## src/rtl/core/qlat_pkg.sv

```systemverilog
// Shared types and constants for the Q-learning action table.
// Request payloads, controller commands/status, state and code enums.
// No dependencies.
package qlat_pkg;

  // Field widths fixed by the request format
  localparam int unsigned BucketW = 4;
  localparam int unsigned RewardW = 8;
  localparam int unsigned DrawW   = 7;
  localparam int unsigned QW      = 32;
  localparam int unsigned RateW   = 16;
  localparam int unsigned CfgIdxW = 2;
  localparam int unsigned CfgW    = 16;

  // Default largest health bucket
  localparam int unsigned BucketMaxDefault = 10;

  // Configuration reset values
  localparam logic [RateW-1:0] LearningRateRst     = 16'd6554;
  localparam logic [RateW-1:0] DiscountRst         = 16'd58982;
  localparam logic [DrawW-1:0] ExploreThresholdRst = 7'd10;

  // Configuration register indexes
  typedef enum logic [CfgIdxW-1:0] {
    CFG_LEARNING_RATE     = 2'd0,
    CFG_DISCOUNT          = 2'd1,
    CFG_EXPLORE_THRESHOLD = 2'd2
  } qlat_cfg_idx_e;

  // Request operations
  typedef enum logic {
    OP_CHOOSE = 1'b0,
    OP_UPDATE = 1'b1
  } qlat_op_e;

  // Input request
  typedef struct packed {
    logic                      op;
    logic [BucketW-1:0]        player_hp_bucket;
    logic [BucketW-1:0]        agent_hp_bucket;
    logic                      action_taken;
    logic [BucketW-1:0]        next_player_hp_bucket;
    logic [BucketW-1:0]        next_agent_hp_bucket;
    logic signed [RewardW-1:0] reward;
    logic [DrawW-1:0]          explore_draw;
    logic                      random_action;
  } qlat_in_t;

  // Result
  typedef struct packed {
    logic                 chosen_action;
    logic                 explored;
    logic signed [QW-1:0] q_value;
  } qlat_out_t;

  // Controller states
  typedef enum logic [2:0] {
    ST_IDLE,
    ST_RD_NEXT,
    ST_RD_CUR,
    ST_FUTURE,
    ST_DELTA,
    ST_STEP,
    ST_WRITE,
    ST_CHOOSE
  } qlat_state_e;

  // Controller to datapath
  typedef struct packed {
    logic ld_item;
    logic rd_en;
    logic rd_next;
    logic ld_max;
    logic ld_future;
    logic ld_delta;
    logic ld_step;
    logic wr_en;
    logic ld_out;
  } qlat_cmd_t;

  // Datapath to controller
  typedef struct packed {
    logic in_is_update;
    logic item_is_update;
  } qlat_status_t;

endpackage

```

## src/rtl/core/qlat_ctrl.sv

```systemverilog
// Controller of the Q-learning action table: sequences table reads, the
// update stages and the write, and owns the request handshakes.
// Depends on qlat_pkg.
module qlat_ctrl (
  input  logic                   clk_i,
  input  logic                   rst_ni,
  input  logic                   in_valid_i,
  output logic                   in_ready_o,
  output logic                   out_valid_o,
  input  logic                   out_ready_i,
  input  qlat_pkg::qlat_status_t status_i,
  output qlat_pkg::qlat_cmd_t    cmd_o
);
  import qlat_pkg::*;

  qlat_state_e state_q, state_d;
  logic        out_valid_q, out_valid_d;
  logic        out_free;

  // State and result-valid registers
  always_ff @(posedge clk_i or negedge rst_ni) begin
    if (!rst_ni) begin
      state_q     <= ST_IDLE;
      out_valid_q <= 1'b0;
    end else begin
      state_q     <= state_d;
      out_valid_q <= out_valid_d;
    end
  end

  assign out_free = !out_valid_q || out_ready_i;

  // Next state and commands
  always_comb begin
    state_d    = state_q;
    cmd_o      = '0;
    in_ready_o = 1'b0;
    case (state_q)
      ST_IDLE: begin
        in_ready_o = 1'b1;
        if (in_valid_i) begin
          cmd_o.ld_item = 1'b1;
          state_d = status_i.in_is_update ? ST_RD_NEXT : ST_RD_CUR;
        end
      end
      ST_RD_NEXT: begin
        cmd_o.rd_en   = 1'b1;
        cmd_o.rd_next = 1'b1;
        state_d       = ST_RD_CUR;
      end
      ST_RD_CUR: begin
        cmd_o.rd_en  = 1'b1;
        cmd_o.ld_max = 1'b1;
        state_d      = status_i.item_is_update ? ST_FUTURE : ST_CHOOSE;
      end
      ST_FUTURE: begin
        cmd_o.ld_future = 1'b1;
        state_d         = ST_DELTA;
      end
      ST_DELTA: begin
        cmd_o.ld_delta = 1'b1;
        state_d        = ST_STEP;
      end
      ST_STEP: begin
        cmd_o.ld_step = 1'b1;
        state_d       = ST_WRITE;
      end
      ST_WRITE: begin
        if (out_free) begin
          cmd_o.wr_en  = 1'b1;
          cmd_o.ld_out = 1'b1;
          state_d      = ST_IDLE;
        end
      end
      ST_CHOOSE: begin
        if (out_free) begin
          cmd_o.ld_out = 1'b1;
          state_d      = ST_IDLE;
        end
      end
      default: state_d = ST_IDLE;
    endcase
  end

  // Result slot: set on load, cleared when taken
  always_comb begin
    if (cmd_o.ld_out) begin
      out_valid_d = 1'b1;
    end else if (out_ready_i) begin
      out_valid_d = 1'b0;
    end else begin
      out_valid_d = out_valid_q;
    end
  end

  assign out_valid_o = out_valid_q;

  // A new result never overwrites one still waiting
  a_no_overwrite: assert property (@(posedge clk_i) disable iff (!rst_ni)
    cmd_o.ld_out |-> (!out_valid_q || out_ready_i))
    else $error("result loaded over a pending one");

  // One request in flight at a time
  a_one_in_flight: assert property (@(posedge clk_i) disable iff (!rst_ni)
    (in_valid_i && in_ready_o) |=> !in_ready_o)
    else $error("request accepted while busy");

  // Update sequence runs RD_NEXT, RD_CUR, FUTURE, DELTA, STEP, then WRITE
  a_update_latency: assert property (@(posedge clk_i) disable iff (!rst_ni)
    (state_q == ST_RD_NEXT) |-> ##5 (state_q == ST_WRITE))
    else $error("update sequence broken");

  // Table is written only on an update whose result is being loaded
  a_write_with_result: assert property (@(posedge clk_i) disable iff (!rst_ni)
    cmd_o.wr_en |-> (cmd_o.ld_out && status_i.item_is_update))
    else $error("table write without update result");

endmodule

```

## config.mk

```make
export PLATFORM = sky130hd
export DESIGN_NAME = qlat_ctrl
export DESIGN_NICKNAME = d
export VERILOG_FILES = /design/src/rtl/core/qlat_pkg.sv /design/src/rtl/core/qlat_ctrl.sv
export SDC_FILE = /design/constraint.sdc
export NUM_CORES = 1
export LEC_CHECK = 0
export BUFFER_PORTS_ARGS = -buffer_cell sky130_fd_sc_hd__buf_2
export CORE_AREA = 2 2 39 41
export CTS_BUF_LIST = sky130_fd_sc_hd__clkbuf_8
export DETAILED_ROUTE_END_ITERATION = 8
export DIE_AREA = 0 0 41 43
export SLEW_MARGIN = 40
export SYNTH_ARGS = -nofsm -noshare
export SYNTH_HDL_FRONTEND = slang
export SYNTH_SLANG_ARGS = --single-unit
```

## constraint.sdc

```tcl
create_clock -name clk_i -period 1.8 [get_ports clk_i]
set_input_delay 0.27 -clock clk_i [delete_from_list [all_inputs] [get_ports clk_i]]
set_output_delay 0.27 -clock clk_i [all_outputs]
set_load 0.02 [all_outputs]
```

-- Yosys cells after proc, flatten, opt, wreduce, memory -nomap -nowiden
Cells that the tools add are included.
- logic and storage cells: 38
- output and inout port bits: 11
- bits in registers: 4
- bits of input ports: 6
- mux-type cells: 20
- reduce and logical (&&, ||, !) cells: 7
- equality and inequality tests: 9
- operators with widths (kind ; count):
    one-hot mux 3 bit (7 select lines) ; 1
    2-to-1 mux 1 bit ; 13
    == test 3 bit, second input constant ; 4
    2-to-1 mux 3 bit ; 3
    == test 3 x 2 -> 1 bit, second input constant ; 2
    2-to-1 mux 2 bit ; 2
    OR reduction 2 bit ; 2
    == test 3 x 1 -> 1 bit, second input constant ; 1
    logical NOT 3 bit ; 1
    != test 2 x 1 -> 1 bit, second input constant ; 1
    != test 2 bit, second input constant ; 1
    one-hot mux 1 bit (2 select lines) ; 1
    AND reduction 2 bit ; 1
    nonzero test 2 bit ; 1
    logical NOT 1 bit ; 1
    logical OR 1 bit ; 1

-- Logic depth before layout (Yosys ltp)
- depth in word-level cells: 5
- gate-level depth with buffers: 4
- depth with buffers taken out: 3

-- Worst setup path before layout
No wires, ideal clock.
- kind: register to output
- start: register out_valid_q (netlist: out_valid_o)
- end: output cmd_o[1] (netlist name)
- arrival: 1.221 ns
- data required time: 1.530 ns
- buffers on the path: 0
- cell stages (with the launch flop): 3
- path slack: 0.309 ns
- cells stage by stage: dfrtp_1 -> and2b_2 -> nor3_1
- RTL lines (what ; RTL line ; source):
    start, declared ; qlat_ctrl.sv:17 ; logic out_valid_q, out_valid_d;
    start signal, assigned ; qlat_ctrl.sv:27 ; out_valid_q <= out_valid_d;
    end, declared ; qlat_ctrl.sv:12 ; output qlat_pkg::qlat_cmd_t cmd_o

==> flow_summary.ini <==
[synthesis]
yosysWarnings = 0
synth_edf_count = 0
syn_area_um2 = 339
synth_cell_types = 22
yosys-top-cells-count = dfrtp_1 (4), nor3_1 (4), buf_6 (3), nor3b_2 (3)
synth-async-reset-ratio = 1.00
synth_area_per_cell_um2 = 9.97
ys.flop_type = dfrtp_1
ys_top_cells_by_area = dfrtp_1 (30%), nor3b_2 (11%), buf_6 (10%)
synth_cells = 34
synth_top_area_cell = dfrtp_1
yosysTopAreaCellShare = 0.295
ys_seq_area_frac = 0.295
syn-num-nets = 40
synth-seq-cells = 4

[layout]
multiInputGateArea_um2 = 186
post-route-util = 0.325
area_growth_pct = 32.5
fillers = 153
fin_cells = 66
nets = 58
layout-drive-gt1-share = 0.560
seq_area_um2 = 100
num_antenna_cells = 0

[clock_tree]
cts_resized = 0
clock-root-buffer = clkbuf_8
cts_made_buffers = 3
clk_pin_slew_ns = 0.03
clk_path_buf_depth = 2
ctsHtreeMaxLevel = 1
cts_setup_buffers = 0
insertion_delay_ns = 0.22
postCtsHoldBufs = 1
clock_sinks = 4
cts_tree = built

[detailed_routing]
antenna_left = 0
viasPerCell = 4.52
drtIter0Drc = 3
dr.pass1.iters = 4
drt_wl_total_um = 686
vias = 298
drcViolationCount = 0
post_drt_wl_per_cell_um = 10.4

[global_routing]
grt_pass1_wl_um = 1100
antenna_found_initial = 0
grt_util_all_layers = 0.0934
grt_pass1_vias = 241
grt_overflow = 0
grt_max_degree = 14

[critical_path]
crit_fanout = 13
critical_path_class = register to output port
cp_data_required_time_ns = 1.53
worstSetupEndpointType = output port
worstPathArrival_ns = 1.35
timing.critical_path.from_type = register

[worst_hold_path]
hold_class = input pin to asynchronous set/reset pin

[placed_design]
gp_congestion = 0.648
dp_hpwl_um = 490
io_buffer_count = 16
dp.cells = 62

[pwr]
finalPower_w = 0.000926
p_leak_nw = 0.241
vdd_drop_max_uv = 748
power.density_nw_per_um2 = 2060

[die]
start_util = 0.245
die_h_um = 43
rows = 14
chipWidth_um = 41
io_pins = 17
die_area_um2 = 1760
core_um2 = 1380

[timing]
tightest_slew_ns = 0.430
fin_skew_ns = 0.000700
period_needed_ns = 1.62
finalSetupViolCount = 0
fmax_mhz = 616
hold_ws_ns = 0.384
post-route-period-util = 0.901
tns_ns = 0
final_hold_viol_count = 0
slew_violations = 0
slew_headroom = 0.714
rsz0062_at_grt = no

[outcome]
status = finished, final reports clean

[job]
maxCapViolations = 0
-- per-layer routing --
layer	track usage	vias to the layer above	routed length [um]	part of all wire
li1	-	152	-	-
met1	0.141	125	357	0.52
met2	0.106	19	243	0.35
met3	0.0314	2	70	0.10
met4	0.0600	0	14	0.020
met5	0	-	0	0
-- cell type report --
cell class,instances,area share
Timing Repair Buffer,17,0.201
Sequential cell,4,0.223
Tap cell,16,0.0446
Clock buffer,3,0.0919
Inverter,3,0.0251
Multi-Input combinational cell,23,0.415
-- final timing paths --
check | from | end | slack [ns] | cells past startpoint
max reg2reg | state_q[2] | state_q[1] | 0.67 | 3
min | rst_ni | out_valid_o | 0.38 | 2
max | state_q[1] | cmd_o[7] | 0.18 | 3
min reg2reg | out_valid_o | state_q[1] | 0.63 | 2
max in group asynchronous | rst_ni | state_q[0] | 1.30 | 2
min in group clk_i | out_ready_i | state_q[1] | 0.40 | 3
-- placed cells by master (no fill, tap or decap), types with 2 or more instances in the layout --
cell      netlist  final
buf_2           0     16
nor3_1          4      4
dfrtp_1         4      4
nor3b_2         3      3
clkbuf_8        0      3
inv_1           2      2
o21ai_1         2      2
-- where the power goes --
part / total, W / leakage (nW) / internal, W / switching, W
Clock: 0.000188 / 0.0216 / 0.000142 / 0.0000452
Sequential: 0.000276 / 0.0476 / 0.000136 / 0.000139
Combinational: 0.000463 / 0.172 / 0.000197 / 0.000266
-- critical path, cell delays in order, from the launching register on --
cell and delay [ns]:
dfrtp_1 0.52, nor3b_2 0.23, or2_1 0.23, buf_2 0.15
-- logic make-up (layout without fill, tap and decap cells) --
group,count (synthesis),after routing,synth area share
AO/OA/AOI/OAI,7,7,0.137
buffers and inverters,7,23,0.155
AND/OR/NAND/NOR,15,15,0.384
flip-flops,4,4,0.295
multiplexers,1,1,0.0295
-- registers in the layout, indices dropped and copies added (netlist names) --
name / flops
out_valid_o: 1
state_q: 3
-- per-stage QoR --
stage	area (um^2)	worst slack, ns
2_1_floorplan	339	0.309
3_3_place_gp	398	0.427
3_5_place_dp	398	0.407
4_1_cts	449	0.170
5_1_grt	449	0.0887
6_report	449	0.178
(Power assumes the default switching activity.)
